File: config.mk
export PLATFORM = sky130hd
export DESIGN_NAME = awep_ctrl
export DESIGN_NICKNAME = d
export VERILOG_FILES = /design/src/sv/awep_pkg.sv /design/src/sv/awep_ctrl.sv
export SDC_FILE = /design/constraint.sdc
export NUM_CORES = 1
export LEC_CHECK = 0
export BUFFER_PORTS_ARGS = -buffer_cell sky130_fd_sc_hd__buf_2
export CORE_AREA = 5 5 42 44
export DETAILED_ROUTE_END_ITERATION = 8
export DIE_AREA = 0 0 47 49
export GPL_TIMING_DRIVEN = 0
export PLACE_DENSITY = 0.44
export SYNTH_ARGS = -nofsm -noshare
export SYNTH_HDL_FRONTEND = slang
export SYNTH_SLANG_ARGS = --single-unit
File: constraint.sdc
create_clock -name clk -period 1.15 [get_ports clk]
set_input_delay 0 -clock clk [delete_from_list [all_inputs] [get_ports clk]]
set_output_delay 0 -clock clk [all_outputs]
set_load 0.005 [all_outputs]
File: src/sv/awep_pkg.sv
`default_nettype none
package awep_pkg;

    localparam int WEIGHT_W        = 32;
    localparam int TOTAL_W         = 40;
    localparam int FRAC_IN_W       = 16;
    localparam int INDEX_OUT_W     = 8;
    localparam int MAX_ENTRIES_DEF = 256;
    localparam int FRAC_BITS_DEF   = 16;

    typedef enum logic
    {
        KIND_APPEND = 1'b0,
        KIND_PICK   = 1'b1
    } kind_t;

    typedef enum logic [1:0]
    {
        STATUS_OK    = 2'd0,
        STATUS_EMPTY = 2'd1,
        STATUS_FULL  = 2'd2
    } status_t;

    typedef struct packed
    {
        kind_t                  kind;
        logic [WEIGHT_W-1:0]    entry_weight;
        logic [FRAC_IN_W-1:0]   random_fraction;
    } in_t;

    typedef struct packed
    {
        logic [INDEX_OUT_W-1:0] chosen_index;
        status_t                status;
    } out_t;

    typedef struct packed
    {
        logic capture;
        logic append;
        logic trivial;
        logic scale;
        logic walk;
    } cmd_t;

    typedef struct packed
    {
        logic cnt_lt2;
        logic walk_done;
    } stat_t;

endpackage
`default_nettype wire

File: src/sv/awep_ctrl.sv
`default_nettype none
module awep_ctrl (
    input  wire logic           clk,
    input  wire logic           rst_n,
    input  wire logic           start,
    input  wire awep_pkg::kind_t kind,
    input  wire awep_pkg::stat_t stat,
    output logic                busy,
    output awep_pkg::cmd_t      cmd
);
    import awep_pkg::*;

    typedef enum logic [4:0]
    {
        ST_IDLE    = 5'b00001,
        ST_APPEND  = 5'b00010,
        ST_TRIVIAL = 5'b00100,
        ST_SCALE   = 5'b01000,
        ST_WALK    = 5'b10000
    } state_t;

    state_t state_reg;
    state_t state_next;

    always_comb
    begin
        state_next = state_reg;
        unique case (state_reg)
            ST_IDLE:
            begin
                if (start)
                begin
                    if (kind == KIND_APPEND)
                    begin
                        state_next = ST_APPEND;
                    end
                    else if (stat.cnt_lt2)
                    begin
                        state_next = ST_TRIVIAL;
                    end
                    else
                    begin
                        state_next = ST_SCALE;
                    end
                end
            end
            ST_APPEND:  state_next = ST_IDLE;
            ST_TRIVIAL: state_next = ST_IDLE;
            ST_SCALE:   state_next = ST_WALK;
            ST_WALK:
            begin
                if (stat.walk_done)
                begin
                    state_next = ST_IDLE;
                end
            end
            default:    state_next = ST_IDLE;
        endcase
    end

    always_ff @(posedge clk or negedge rst_n)
    begin
        if (!rst_n)
        begin
            state_reg <= ST_IDLE;
        end
        else
        begin
            state_reg <= state_next;
        end
    end

    assign busy        = (state_reg != ST_IDLE);
    assign cmd.capture = (state_reg == ST_IDLE) && start;
    assign cmd.append  = (state_reg == ST_APPEND);
    assign cmd.trivial = (state_reg == ST_TRIVIAL);
    assign cmd.scale   = (state_reg == ST_SCALE);
    assign cmd.walk    = (state_reg == ST_WALK);

endmodule
`default_nettype wire

After elaboration in Yosys (flattened, before gate mapping)
Cells that the tools add are included.
{ "word_totals": {"reg_bits": 5, "latchBits": 0, "ramBits": 0, "romBits": 0, "wordCells": 16, "memories": 0} }
{ "op_classes": {"add_sub_neg": 0, "multipliers": 0, "div_mod_pow": 0, "order_cmp": 0, "eq_ne": 8, "shifts": 0, "mux": 5, "n_bitwise": 0, "n_reduce_logical": 2} }
{ "op_table": {"columns": ["cell", "n"], "rows": [
  ["5-bit case mux with 3 select lines", 1],
  ["5-bit two-way mux", 2],
  ["4-bit two-way mux", 2],
  ["5-bit by 1-bit == test with 1-bit output (second input constant)", 1],
  ["5-bit by 2-bit == test with 1-bit output (second input constant)", 1],
  ["5-bit by 3-bit == test with 1-bit output (second input constant)", 1],
  ["5-bit by 4-bit == test with 1-bit output (second input constant)", 1],
  ["5-bit == test (second input constant)", 1],
  ["5-bit by 1-bit != test with 1-bit output (second input constant)", 1],
  ["2-bit != test (second input constant)", 2],
  ["2-bit AND reduction", 1],
  ["1-bit logical AND", 1]
]} }

Logic depth before layout (Yosys ltp)
{ "depth": {"ltp_word": 4, "ltp_mapped": 3, "mapped_depth_nobuf": 3} }

Least setup slack after synthesis
Ideal clock, no wire load.
{ "synth_path": {"path_kind": "reg-to-reg", "startpoint": "register state_reg[3]", "endpoint": "register state_reg[0]", "setup_ps": 86, "arrival_time_ps": 929, "required_time_ps": 1064, "setup_slack_ps": 135, "path_stages_with_launch": 4, "n_path_buf": 0, "period_less_slack_ps": 1015, "cell_sequence": "dfrtp_1 nor3b_2 a21oi_1 o41a_1"} }
{ "synth_between": {"elab_chain_len": 3} }
{ "synth_rtl": {"columns": ["item", "line_no", "text"], "rows": [
  ["start, declared", "awep_ctrl.sv:22", "state_t state_reg;"],
  ["start signal, assigned", "awep_ctrl.sv:69", "state_reg <= state_next;"],
  ["5-bit == test or 5-bit by 1-bit == test with 1-bit output (tied branches)", "awep_ctrl.sv:28", "unique case (state_reg)"],
  ["2-bit != test (no source line)", null, null],
  ["2-bit AND reduction (no source line)", null, null]
]} }
Several ways; a longest one is shown, not always the timed one.
A chain may end at the register's enable or synchronous reset.

==> results.md <==
- Status: finished with violations
- Failing checks: negative setup slack
- Synth Instances: 26
- Max VDD drop: between 0.5 and 0.6 mV
- Share of cells above drive strength 1: roughly 62%
- Worst Hold End: state_reg[4]
- N_diodes: 0
- WP data required: 1150 ps
- Area Growth Syn to Fin: 79.0%
- Minimum clock period: 1300 ps
- Max-cap violations: 0
- Core Footprint: between 0.001 and 0.0015 mm^2
- Max Clk Rate: about 770 MHz
- Remaining DRCs: 0
- CP arrival: between 1000 and 1500 ps
- Synth warn: 0
- Pwr/cell area: roughly 1200 mW/mm^2
- Top Ports: 12
- Placer Congestion: approximately 0.69
- Largest net degree at the start of global routing: 6
- Routed wire length: slightly below 700 um
- Min-Delay Startpoint: stat[0]
- Avg Inst Size Synth: 10.1 um^2
- Final worst setup slack: -152 ps
- Worst skew pair latency: 230 ps
- Post-DRT Antenna Nets: 0
- RSZ-0062 raised after global routing: yes
- Synth cell types: 15
- I/O Buffers: 11
- Largest register FFs: 5
- Layout Skew: about 0.34 ps
- Most area-hungry cell type in the Yosys netlist: dfrtp_1
- Worst r2r dst: state_reg[0]
- Share of the synthesized area in the top cell type: roughly two fifths
- Met3 routed WL: around 86 um
- Std cell rows: 14
- Mapped Nets: 32
- Ys async rst share: 100%
- Critical path origin: state_reg[3]
- Uppermost layer routed: met3
- Total gr overflow: 0
- Placed Area: approximately 340 um^2
- Critical path launch point type: flip-flop
- Initial antenna violation count: 0
- Synthesized flop and latch total: 5
- Worst hold-check path type: in2reg
- Total power: ~0.57 mW
- EDFF count, synth: 0
- Most common cell in the netlist: nor2_1
- Router iterations before antenna repair: 1
- Sequential-to-total area share from yosys stat: around 48%
- Crit share post-route: 113%
- Clk slew on worst S/H paths: roughly 40 ps
- CTS root buf: clkbuf_4
- Slew headroom: 85.0%
- FF-to-FF setup slack: -10 ps
- First-pass GRT wire length: 1070 um
- Die ar.: between 0.002 and 0.0025 mm^2
- Initial Util: approximately a fifth
- Synth Cell Area: between 200 and 300 um^2
- Synth Flop Type: dfrtp_1
- CTS tree: built
- Tot GR Track Use: approximately 6.7%
- Top cells by count, synth: nor2_1, dfrtp_1, nor3b_2
- Crit path kind: reg2out
- R2r worst-path depth: 4
- Routed WL per cell: around 11 um
- M1 WL: 297 um
- Worst-Margin Slew: ~220 ps
- Sink Count: 5
- H-Tree Depth: 1
- Worst-path maximum fanout: 3
- Final Cell Area: 470 um^2
- Worst setup EP type: output port
- Final #Nets: 57
- Vias in the first global route: 263
- Hold Crit Depth: 4
- Leak pwr: around 0.24 nW
- Dpl hpwl: ~460 um
- Die span in x: ~47 um
- DR vias/cell: ~4.2
- Slew Viols, Final: 0
- Via count: ~280
- Worst reg2reg startpoint: state_reg[3]
- Fin. Hold Viols: 0
- Final setup vio count: 7
- Die Y: ~49 um
- 1st-iter DRT viols: 0
- Maximum buffer depth of the clock tree: 2
- Synth top area cells: dfrtp_1, nor3b_2, dfstp_2
- CTS buffer count: 3
- WL met2: just over 300 um
[cell families (layout without fill, tap and decap cells)]
logic type	count (synthesis)	in the layout	share of synthesized area, %
AO/OA/AOI/OAI	2	2	6.19
buffers and inverters	2	26	2.86
flip-flops	5	5	48.1
AND/OR/NAND/NOR	17	17	42.9
[per-layer routing]
layer,vias to the layer above,global-route usage (%)
li1,141,-
met1,124,7.83
met2,12,9.28
met3,0,3.69
met4,0,4.15
met5,-,0
[cells in the final DEF, fill, tap and decap left out, drive strengths merged]
cell type,count
or3,1
nor3,1
buf,17
and3,2
o41a,1
dfstp,1
nor2,6
nand4,1
dfrtp,4
nand2,1
dlygate4sd3,3
inv,2
nor3b,3
clkbuf,4
a21oi,1
nand3,1
nor4,1
[worst max-delay path, stage by stage (launching register included)]
cell and delay, ps:
dfrtp_1 390, or3_4 400, nor3b_2 150, buf_2 130
[power breakdown]
| group | internal (mW) | total [mW] | switching [mW] |
|---|---|---|---|
| registers | 0.196 | 0.217 | 0.0215 |
| clock network | 0.131 | 0.195 | 0.0647 |
| logic | 0.0942 | 0.160 | 0.0661 |
[per-stage QoR]
step	hold slack, ps	cells	setup WS (ps)	setup TNS (ps)	util [%]
6_report	101	66	-152	-371	33.6
5_1_grt	118	66	-208	-813	33.6
4_1_cts	102	64	-173	-601	30.8
3_5_place_dp	-179	53	9.11	0	24.1
3_3_place_gp	-179	53	24.4	0	24.1
2_1_floorplan	-296	26	135	0	-
[cell type report]
type	instances	area [um^2]
Clock buffer	4	26.3
Fill cell	154	931
Tap cell	16	20.0
Sequential cell	5	126
Inverter	2	7.51
Timing Repair Buffer	20	138
Multi-Input combinational cell	19	153
[worst max-delay path by stage]
stage | cells after the start | slack (ps) | endpoint
6_report | 3 | -150 | cmd[3]
5_1_grt | 3 | -210 | cmd[3]
4_1_cts | 3 | -170 | cmd[3]
3_5_place_dp | 3 | 9 | cmd[3]
3_3_place_gp | 3 | 20 | cmd[3]
2_1_floorplan | 3 | 130 | state_reg[0]
[what timing repair did]
| action | 4_1_cts | 5_1_grt |
|---|---|---|
| setup endpoints to repair | 5 | 10 |
| setup buffers | 4 | 2 |
| gates resized for setup | 2 | 6 |
| hold buffers | 3 | 0 |
| hold endpoints to repair | 8 | 0 |
| pin swaps | 3 | 3 |
No activity file was read; power rests on OpenSTA's default activity.
